File: config.mk
export PLATFORM = sky130hd
export DESIGN_NAME = led_blink_sequencer_core
export DESIGN_NICKNAME = d
export VERILOG_FILES = /design/src/rtl/core/lbs_pkg.sv /design/src/rtl/core/lbs_channel.sv /design/src/rtl/core/led_blink_sequencer_core.sv
export SDC_FILE = /design/constraint.sdc
export NUM_CORES = 2
export LEC_CHECK = 0
export BUFFER_PORTS_ARGS = -buffer_cell sky130_fd_sc_hd__buf_2
export CAP_MARGIN = 20
export CORE_MARGIN = 1.5
export CORE_UTILIZATION = 55
export DETAILED_ROUTE_END_ITERATION = 8
export PLACE_DENSITY = 0.72
export SLEW_MARGIN = 10
export SYNTH_ARGS = -nofsm -noshare
export SYNTH_HDL_FRONTEND = slang
export SYNTH_SLANG_ARGS = --single-unit
File: constraint.sdc
create_clock -name clock -period 14.2 [get_ports clock]
set_input_delay 2.13 -clock clock [delete_from_list [all_inputs] [get_ports clock]]
set_output_delay 2.13 -clock clock [all_outputs]
set_load 0.03 [all_outputs]
File: src/rtl/core/lbs_pkg.sv
// Shared types and constants for the LED blink sequencer.
// Used by lbs_channel and led_blink_sequencer_core; depends on nothing.
`default_nettype none

package lbs_pkg;

   typedef enum logic [2:0] {
      CMD_TICK   = 3'd0,
      CMD_START  = 3'd1,
      CMD_STOP   = 3'd2,
      CMD_SET    = 3'd3,
      CMD_TOGGLE = 3'd4
   } lbs_cmd_type;

   localparam logic [9:0]  LBS_US_PER_MS     = 10'd1000;
   localparam logic [31:0] LBS_ENDLESS_COUNT = 32'hFFFF_FFFF;

   // Decoded request, as seen by one channel
   typedef struct packed {
      logic        enable;
      logic        tick;
      logic        start;
      logic        stop;
      logic        set_level;
      logic        toggle;
      logic        level;
      logic [31:0] on_us;
      logic [31:0] off_us;
      logic [31:0] count;
      logic [63:0] now_us;
   } lbs_ctl_type;

endpackage

`default_nettype wire

File: src/rtl/core/lbs_channel.sv
// One LED channel: blink state, elapsed-time check and pin level.
// Depends on lbs_pkg for the decoded request struct.
`default_nettype none

module lbs_channel (
   input  logic                clock,
   input  logic                reset,
   input  lbs_pkg::lbs_ctl_type ctl,
   output logic                pin_in,
   output logic                active_in
);
   import lbs_pkg::*;

   logic        active_ff;
   logic [31:0] on_us_ff, on_us_in;
   logic [31:0] off_us_ff, off_us_in;
   logic        endless_ff, endless_in;
   logic [31:0] cycles_left_ff, cycles_left_in;
   logic        phase_on_ff, phase_on_in;
   logic [63:0] last_flip_ff, last_flip_in;
   logic        pin_ff;

   logic [63:0] elapsed;
   logic [31:0] need;
   logic        due;
   logic        last_cycle;

   assign elapsed    = ctl.now_us - last_flip_ff;
   assign need       = phase_on_ff ? on_us_ff : off_us_ff;
   assign due        = elapsed >= {32'd0, need};
   // a signed count of one or less ends the sequence
   assign last_cycle = (cycles_left_ff == 32'd0) || (cycles_left_ff == 32'd1)
                       || cycles_left_ff[31];

   always_comb begin
      active_in      = active_ff;
      on_us_in       = on_us_ff;
      off_us_in      = off_us_ff;
      endless_in     = endless_ff;
      cycles_left_in = cycles_left_ff;
      phase_on_in    = phase_on_ff;
      last_flip_in   = last_flip_ff;
      pin_in         = pin_ff;
      if (ctl.enable) begin
         if (ctl.tick) begin
            if (active_ff && due) begin
               last_flip_in = ctl.now_us;
               if (phase_on_ff) begin
                  phase_on_in = 1'b0;
                  pin_in      = 1'b0;
                  if (!endless_ff) begin
                     if (last_cycle) begin
                        cycles_left_in = 32'd0;
                        active_in      = 1'b0;
                     end else begin
                        cycles_left_in = cycles_left_ff - 32'd1;
                     end
                  end
               end else begin
                  phase_on_in = 1'b1;
                  pin_in      = 1'b1;
               end
            end
         end else if (ctl.start) begin
            active_in      = 1'b1;
            on_us_in       = ctl.on_us;
            off_us_in      = ctl.off_us;
            endless_in     = (ctl.count == LBS_ENDLESS_COUNT);
            cycles_left_in = ctl.count;
            phase_on_in    = 1'b1;
            last_flip_in   = ctl.now_us;
            pin_in         = 1'b1;
         end else if (ctl.stop) begin
            active_in = 1'b0;
         end else if (ctl.set_level) begin
            active_in = 1'b0;
            pin_in    = ctl.level;
         end else if (ctl.toggle) begin
            active_in = 1'b0;
            pin_in    = ~pin_ff;
         end
      end
   end

   always_ff @(posedge clock) begin
      if (reset) begin
         active_ff      <= 1'b0;
         on_us_ff       <= 32'd0;
         off_us_ff      <= 32'd0;
         endless_ff     <= 1'b0;
         cycles_left_ff <= 32'd0;
         phase_on_ff    <= 1'b0;
         last_flip_ff   <= 64'd0;
         pin_ff         <= 1'b0;
      end else begin
         active_ff      <= active_in;
         on_us_ff       <= on_us_in;
         off_us_ff      <= off_us_in;
         endless_ff     <= endless_in;
         cycles_left_ff <= cycles_left_in;
         phase_on_ff    <= phase_on_in;
         last_flip_ff   <= last_flip_in;
         pin_ff         <= pin_in;
      end
   end

endmodule

`default_nettype wire

File: src/rtl/core/led_blink_sequencer_core.sv
// LED blink sequencer, top level: request register, decode, per-channel
// state and result register. Depends on lbs_pkg and lbs_channel.
//
// Takes one request per clock while results drain and returns exactly one
// result per request via the request register, then the result register.
// A new request is accepted while a result waits, as long as the request
// register is empty or can move on. The 23x10 bit ms-to-us scale and each
// channel's 64-bit elapsed-time compare sit between the request register
// and the result register; all channels are checked in parallel on a tick.
// Results report pin levels and blinking flags of channels 0 to 2.
`default_nettype none

module led_blink_sequencer_core #(
   parameter int CHANNELS = 3
) (
   input  logic        clock,
   input  logic        reset,
   input  logic        req_valid,
   output logic        req_ready,
   input  logic [2:0]  req_command,
   input  logic [1:0]  req_channel,
   input  logic        req_level,
   input  logic [22:0] req_on_time_ms,
   input  logic [22:0] req_off_time_ms,
   input  logic signed [31:0] req_cycle_count,
   input  logic [63:0] req_now_us,
   output logic        rsp_valid,
   input  logic        rsp_ready,
   output logic [2:0]  rsp_pin_levels,
   output logic [2:0]  rsp_blinking_mask
);
   import lbs_pkg::*;

   logic        s1_valid_ff;
   logic [2:0]  s1_command_ff;
   logic [1:0]  s1_channel_ff;
   logic        s1_level_ff;
   logic [22:0] s1_on_ms_ff;
   logic [22:0] s1_off_ms_ff;
   logic [31:0] s1_count_ff;
   logic [63:0] s1_now_ff;

   logic        rsp_valid_ff;
   logic [2:0]  rsp_pins_ff, rsp_pins_in;
   logic [2:0]  rsp_mask_ff, rsp_mask_in;

   logic        s1_go;
   logic        req_take;
   logic [32:0] on_prod, off_prod;
   logic [31:0] on_us, off_us;
   logic [CHANNELS-1:0] pin_next, active_next;

   // request register moves on when the result register is free or drains
   assign s1_go     = s1_valid_ff && (!rsp_valid_ff || rsp_ready);
   assign req_ready = !s1_valid_ff || s1_go;
   assign req_take  = req_valid && req_ready;

   always_ff @(posedge clock) begin
      if (reset) begin
         s1_valid_ff <= 1'b0;
      end else if (req_ready) begin
         s1_valid_ff <= req_valid;
      end
   end

   always_ff @(posedge clock) begin
      if (req_take) begin
         s1_command_ff <= req_command;
         s1_channel_ff <= req_channel;
         s1_level_ff   <= req_level;
         s1_on_ms_ff   <= req_on_time_ms;
         s1_off_ms_ff  <= req_off_time_ms;
         s1_count_ff   <= req_cycle_count;
         s1_now_ff     <= req_now_us;
      end
   end

   // scale ms to us, saturate at 32 bits
   assign on_prod  = 33'(s1_on_ms_ff) * 33'(LBS_US_PER_MS);
   assign off_prod = 33'(s1_off_ms_ff) * 33'(LBS_US_PER_MS);
   assign on_us    = on_prod[32] ? 32'hFFFF_FFFF : on_prod[31:0];
   assign off_us   = off_prod[32] ? 32'hFFFF_FFFF : off_prod[31:0];

   genvar gi;
   generate
      for (gi = 0; gi < CHANNELS; gi++) begin : g_chan
         lbs_ctl_type ctl;
         logic        sel;

         assign sel           = (int'(s1_channel_ff) == gi);
         assign ctl.enable    = s1_go;
         assign ctl.tick      = (s1_command_ff == CMD_TICK);
         assign ctl.start     = sel && (s1_command_ff == CMD_START)
                                && (s1_count_ff != 32'd0);
         assign ctl.stop      = sel && (s1_command_ff == CMD_STOP);
         assign ctl.set_level = sel && (s1_command_ff == CMD_SET);
         assign ctl.toggle    = sel && (s1_command_ff == CMD_TOGGLE);
         assign ctl.level     = s1_level_ff;
         assign ctl.on_us     = on_us;
         assign ctl.off_us    = off_us;
         assign ctl.count     = s1_count_ff;
         assign ctl.now_us    = s1_now_ff;

         lbs_channel u_chan (
            .clock     (clock),
            .reset     (reset),
            .ctl       (ctl),
            .pin_in    (pin_next[gi]),
            .active_in (active_next[gi])
         );
      end

      for (gi = 0; gi < 3; gi++) begin : g_out
         if (gi < CHANNELS) begin : g_vis
            assign rsp_pins_in[gi] = pin_next[gi];
            assign rsp_mask_in[gi] = active_next[gi];
         end else begin : g_none
            assign rsp_pins_in[gi] = 1'b0;
            assign rsp_mask_in[gi] = 1'b0;
         end
      end
   endgenerate

   always_ff @(posedge clock) begin
      if (reset) begin
         rsp_valid_ff <= 1'b0;
      end else if (s1_go) begin
         rsp_valid_ff <= 1'b1;
      end else if (rsp_ready) begin
         rsp_valid_ff <= 1'b0;
      end
   end

   always_ff @(posedge clock) begin
      if (s1_go) begin
         rsp_pins_ff <= rsp_pins_in;
         rsp_mask_ff <= rsp_mask_in;
      end
   end

   assign rsp_valid         = rsp_valid_ff;
   assign rsp_pin_levels    = rsp_pins_ff;
   assign rsp_blinking_mask = rsp_mask_ff;

   a_ready_when_empty : assert property (@(posedge clock) disable iff (reset)
      !rsp_valid_ff |-> req_ready)
      else $error("request stalled while result register is empty");

   a_start_lights : assert property (@(posedge clock) disable iff (reset)
      s1_go && (s1_command_ff == CMD_START) && (s1_channel_ff == 2'd0)
      && (s1_count_ff != 32'd0) |=> rsp_pin_levels[0] && rsp_blinking_mask[0])
      else $error("start did not light and arm channel 0");

   a_stop_ends : assert property (@(posedge clock) disable iff (reset)
      s1_go && (s1_channel_ff == 2'd0) && ((s1_command_ff == CMD_STOP)
      || (s1_command_ff == CMD_SET) || (s1_command_ff == CMD_TOGGLE))
      |=> !rsp_blinking_mask[0])
      else $error("blinking not ended on channel 0");

   a_result_loaded : assert property (@(posedge clock) disable iff (reset)
      s1_go |=> rsp_valid)
      else $error("advanced request produced no result");

endmodule

`default_nettype wire

**Word-level counts from Yosys, hierarchy flattened**

Index checks and enable logic that the tools add are counted.
W data, S select, Z words.

- Flip-flop bits (word level): 648
- Output and inout bits: 8
- Input bits: 152
- Word-level logic and storage cells: 215

- Multiply operators: 2
- $add $sub $neg: 6
- Order comparisons: 3
- Equal/unequal tests: 19
- Bitwise gates (word level): 4
- Muxes and demuxes: 97
- Reductions and logical operators: 49

Operators by type and width:

| cell | number |
|---|---|
| $mux W32 | 23 |
| $mux W64 | 9 |
| $ge A64 B32 Y1 | 3 |
| $sub A64 B64 Y64 | 3 |
| $eq A32 B1 Y1 const B | 3 |
| $logic_not A32 Y1 | 3 |
| $sub A32 B1 Y32 const B | 3 |
| $mux W1 | 65 |
| $mul A23 B7 Y30 const B | 2 |
| $eq A32 B32 Y1 const B | 1 |
| $reduce_bool A32 Y1 | 1 |
| $logic_and A1 B1 Y1 | 20 |
| $reduce_and A3 Y1 | 6 |
| $reduce_and A5 Y1 | 3 |
| $ne A2 B1 Y1 const B | 6 |
| $logic_or A1 B1 Y1 | 8 |
| $reduce_bool A2 Y1 | 4 |
| $eq A3 B2 Y1 const B | 2 |
| $ne A2 B2 Y1 const B | 3 |
| $eq A2 B2 Y1 const B | 2 |
| $not A1 Y1 | 4 |
| $eq A3 B1 Y1 const B | 1 |
| $eq A3 B3 Y1 const B | 1 |
| $logic_not A3 Y1 | 1 |
| 2 further kinds | 3 |

**Longest topological paths before layout**

- Word-level depth: 9
- Gate-level depth with buffers: 28
- Gate-level depth less buffers: 25

**Cells and area by module**

A second synthesis with hierarchy kept.

- Cells, all modules: 6509
- Area total of the unflattened synthesis: 52699.3 um^2

Modules (own cells, without submodules):

| module | area an instance (um^2) | cells an instance | times used |
|---|---|---|---|
| lbs_channel (g_chan[1].u_chan ...) | 13085.0 | 1791 | 2 |
| lbs_channel (g_chan[0].u_chan) | 13614.3 | 1838 | 1 |
| led_blink_sequencer_core | 12914.9 | 1089 | 1 |

**Worst setup path before layout**

OpenSTA, ideal clock, no wires.

- Path type: input to register
- From: in rsp_ready
- To: reg s1_channel_ff[0], enable pin
- Data required time: 13676 ps
- Data arrival time: 5883 ps
- Stages: 3
- Setup slack: 7793 ps
- Buffers on the path: 0
- Cells stage by stage: nor2b_1 -> nand2_1 -> and2_1

- Longest elaborated chain between the ends: 4

RTL lines:

| element | line | RTL |
|---|---|---|
| start: declaration | led_blink_sequencer_core.sv:28 | `input logic rsp_ready,` |
| $logic_or A1 B1 Y1 | led_blink_sequencer_core.sv:54 | `assign s1_go = s1_valid_ff && (!rsp_valid_ff \|\| rsp_ready);` |
| $logic_and A1 B1 Y1 | led_blink_sequencer_core.sv:54 |  |
| $logic_or A1 B1 Y1 | led_blink_sequencer_core.sv:55 | `assign req_ready = !s1_valid_ff \|\| s1_go;` |
| net req_ready | led_blink_sequencer_core.sv:19 | `output logic req_ready,` |
| $logic_and A1 B1 Y1 | led_blink_sequencer_core.sv:56 | `assign req_take = req_valid && req_ready;` |
| net req_take | led_blink_sequencer_core.sv:48 | `logic req_take;` |
| end signal: assignment | led_blink_sequencer_core.sv:69 | `s1_channel_ff <= req_channel;` |
| end: declaration | led_blink_sequencer_core.sv:36 | `logic [1:0] s1_channel_ff;` |

The timed path passes the listed nets, and every way through them passes these cells.
A chain may end at the register's enable or synchronous reset.

**Worst setup path after layout**

- From: reg s1_now_ff[1]
- To: reg g_chan[1].u_chan.last_flip_ff[27]

- Longest elaborated chain between the ends: 5

RTL lines:

| element | line | RTL |
|---|---|---|
| start: declaration | led_blink_sequencer_core.sv:41 | `logic [63:0] s1_now_ff;` |
| start signal: assignment | led_blink_sequencer_core.sv:74 | `s1_now_ff <= req_now_us;` |
| $sub A64 B64 Y64 | lbs_channel.sv:28 | `assign elapsed = ctl.now_us - last_flip_ff;` |
| $ge A64 B32 Y1 | lbs_channel.sv:30 | `assign due = elapsed >= {32'd0, need};` |
| $logic_and A1 B1 Y1 | lbs_channel.sv:46 | `if (active_ff && due) begin` |
| $ne A2 B1 Y1 (no line) | n/a |  |
| $reduce_and A3 Y1 (no line) | n/a |  |
| end signal: assignment | lbs_channel.sv:102 | `last_flip_ff <= last_flip_in;` |
| end: declaration | lbs_channel.sv:20 | `logic [63:0] last_flip_ff, last_flip_in;` |

Every way passes these cells.

==> metrics.md <==
| Metric | Value |
|---|---|
| Status | finished clean |
| Rel. slew slack | 25.8% |
| Synth unique cells | 87 |
| CTS max path bufs | 3 |
| LEAKAGE | 20.3 nW |
| Final WS setup | 5.93 ns |
| Worst Setup Path Type | flop to flop |
| Core Rows | 108 |
| Yosys warnings | 0 |
| Port Buffers | 159 |
| Area leader, netlist | dfxtp_1 |
| Post-synth top cells | nor2_1, a21oi_1, dfxtp_1 |
| Slew @ Worst Pin | 1.11 ns |
| Pwr Total | 6.90 mW |
| Worst skew pair latency | 0.69 ns |
| ANT nets after route | 0 |
| Fillers | 7,842 |
| WL per Instance | 21.6 um |
| Crit path capture type | flop |
| Mapped Area | 48,700 um2 |
| Core ar. | 87,200 um2 |
| Via Count | 44.2k |
| Post-synth top flop | dfxtp_1 |
| Starting Density | 55.8% |
| Worst IR drop on VDD | 135 uV |
| Via/cell ratio | 6.27 |
| Register area share after synthesis | 29.3% |
| Area growth, synth to finish | 8.86% |
| Register area | 14,300 um2 |
| Global Route Usage Sum | 33.3% |
| CTS tree | done |
| Max Clock Freq | 0.121 GHz |
| Iter 0 DRT Violations | 4,225 |
| Num Clock Sinks | 636 |
| Setup Slack @ Placement | 6.04 ns |
| Most frequent cell after synthesis | nor2_1 |
| # resized after CTS | 0 |
| Final min period | 8.27 ns |
| # DRC | 0 |
| Min-delay worst type | flop to flop |
| Area of the multi-input gates | 31,800 um2 |
| Crit path DAT | 8.80 ns |
| RSZ-0062 raised after global routing | false |
| P per Cell Area | 130 nW/um2 |
| Number of max-cap violations | 0 |
| IO Count | 160 |
| CP Max Fanout | 34 |
| H-tree depth | 3 |
| Die Ht | 300 um |
| Total gr overflow | 0 |
| Die Span X | 300 um |
| Post-Syn Instances | 5,817 |
| First-pass GRT wire length | 238 mm |
| Synth Register Bits | 636 |
| Yosys top cell area share | 19.8% |
| Clock root buffer | clkbuf_16 |
| Async SR Flop Fraction | 0% |
| Cts hold-fix bufs | 0 |
| CP Launch Type | flop |
| Die area | 90,300 um2 |
| CTS clk-pin slew, worst paths | 0.07 ns |
| Final-report hold violation count | 0 |
| Finish-stage setup viols | 0 |
| Setup Fix Bufs, Post-CTS | 0 |
| Nets@finish | 6,582 |
| Number of global-route vias before repair | 41.6k |
| DRT Pass-1 Iters | 6 |
| Setup tns final | 0 ns |
| EDFF count, synth | 154 |
| Avg Cell Area, Syn | 8.37 um2 |
| RePlAce Congestion | 1.07 |
| Final WL | 153 mm |
| CP Data Required Time | 14.73 ns |
| Top post-synthesis cells by area | dfxtp_1, ha_1, edfxtp_1, fa_1, mux2i_1 |
| Pins Over Slew Limit | 0 |
| Fin crit share | 58.3% |
| Fin util | 60.8% |
| Pin count of the biggest net entering global routing | 125 |
| CTS Buf Count | 76 |
| Worst clock skew | 0.0321 ns |
| Layout cells sized above 1 | 7.09% |
| Initial antenna violation count | 4 |
| Mapped Nets | 6,564 |
| DP Wirelength | 117 mm |
==> report_power, final <==
group / switching (mW) / leakage (nW) / internal, mW
Combinational: 1.83 / 13.6 / 1.06
Sequential: 0.0701 / 5.39 / 1.90
Clock: 0.862 / 1.31 / 1.18
Total: 2.76 / 20.3 / 4.14
==> placed cells by master, fill, tap and decap left out, types with 126 or more instances in the layout <==
cell type / synthesis / final
inv_1: 427 / 427
buf_2: 12 / 158
mux2i_1: 309 / 309
nand2_1: 374 / 373
fa_1: 167 / 167
a21oi_1: 495 / 495
nor2_1: 742 / 741
nand4_1: 126 / 126
dfxtp_1: 482 / 479
o21ai_0: 411 / 411
nor3_1: 164 / 159
ha_1: 428 / 428
edfxtp_1: 154 / 154
==> routing by layer <==
metal	GRT usage, %	wire length, um	vias up
met1	44.4	65200	21202
met5	0	0	-
li1	-	-	20927
met4	13.2	6830	0
met2	54.1	69600	1748
met3	5.04	11000	362
==> critical path, cell delays in order, from the launching register on <==
cell and delay [ns]:
edfxtp_1 0.57, ha_1 0.37, nand3b_1 0.13, a2111oi_2 0.52, o31ai_1 0.27, a2111oi_0 0.46
buf_1 0.26, nor2_1 0.12, and2_1 0.20, o21ai_0 0.25, xor2_1 0.18, ha_1 0.26
and4_1 0.21, a221oi_1 0.28, nor2_1 0.06, a2111oi_0 0.53, o2111ai_1 0.18, or4_1 0.44
or4_1 0.56, or4_1 0.87, a31o_4 0.54, buf_4 0.42, mux2i_1 0.25, nor2_1 0.06
==> cells by family after synthesis <==
| logic type | share of synthesized area [%] |
|---|---|
| compound gates | 20.2 |
| xor+xnor | 2.95 |
| fa+ha+maj | 17.9 |
| buf+inv | 5.49 |
| flops | 29.3 |
| mux | 6.40 |
| simple gates | 17.7 |
==> sequential cells by signal, summed over array words and instances, names as in the netlist, 23 cells and up <==
signal                        flops
s1_count_ff                      32
g_chan.u_chan.last_flip_ff      192
g_chan.u_chan.cycles_left_ff     96
g_chan.u_chan.on_us_ff           90
s1_on_ms_ff                      23
s1_now_ff                        64
s1_off_ms_ff                     23
g_chan.u_chan.off_us_ff          90
==> worst paths after layout <==
kind                                                     endpoint  slack (ns)  cells after the start                     startpoint
worst max register to register  g_chan[1].u_chan.last_flip_ff[27]        5.93                     23                   s1_now_ff[1]
worst min-delay path                g_chan[1].u_chan.off_us_ff[2]        0.46                      2  g_chan[1].u_chan.off_us_ff[2]
worst min register to register      g_chan[1].u_chan.off_us_ff[2]        0.46                      2  g_chan[1].u_chan.off_us_ff[2]
worst max-delay path            g_chan[1].u_chan.last_flip_ff[27]        5.93                     23                   s1_now_ff[1]
==> cell type report <==
type,count,area share [%]
diodes,1,0.00472
clock buffers,102,4.17
clock inverters,38,0.817
inverters,428,3.03
multi-input cells,4485,60.0
flip-flops and latches,636,26.9
well taps,1155,2.73
repair buffers,208,2.31
==> per-stage QoR <==
stage	std cells	area, um2	hold slack [ns]
floorplan	5817	48700	0.436
finish	7053	53000	0.455
global placement	6905	50200	0.442
global route	7053	53000	0.471
CTS	7048	52900	0.454
detailed placement	6908	50300	0.446
Power figures use the tool's default switching activity.
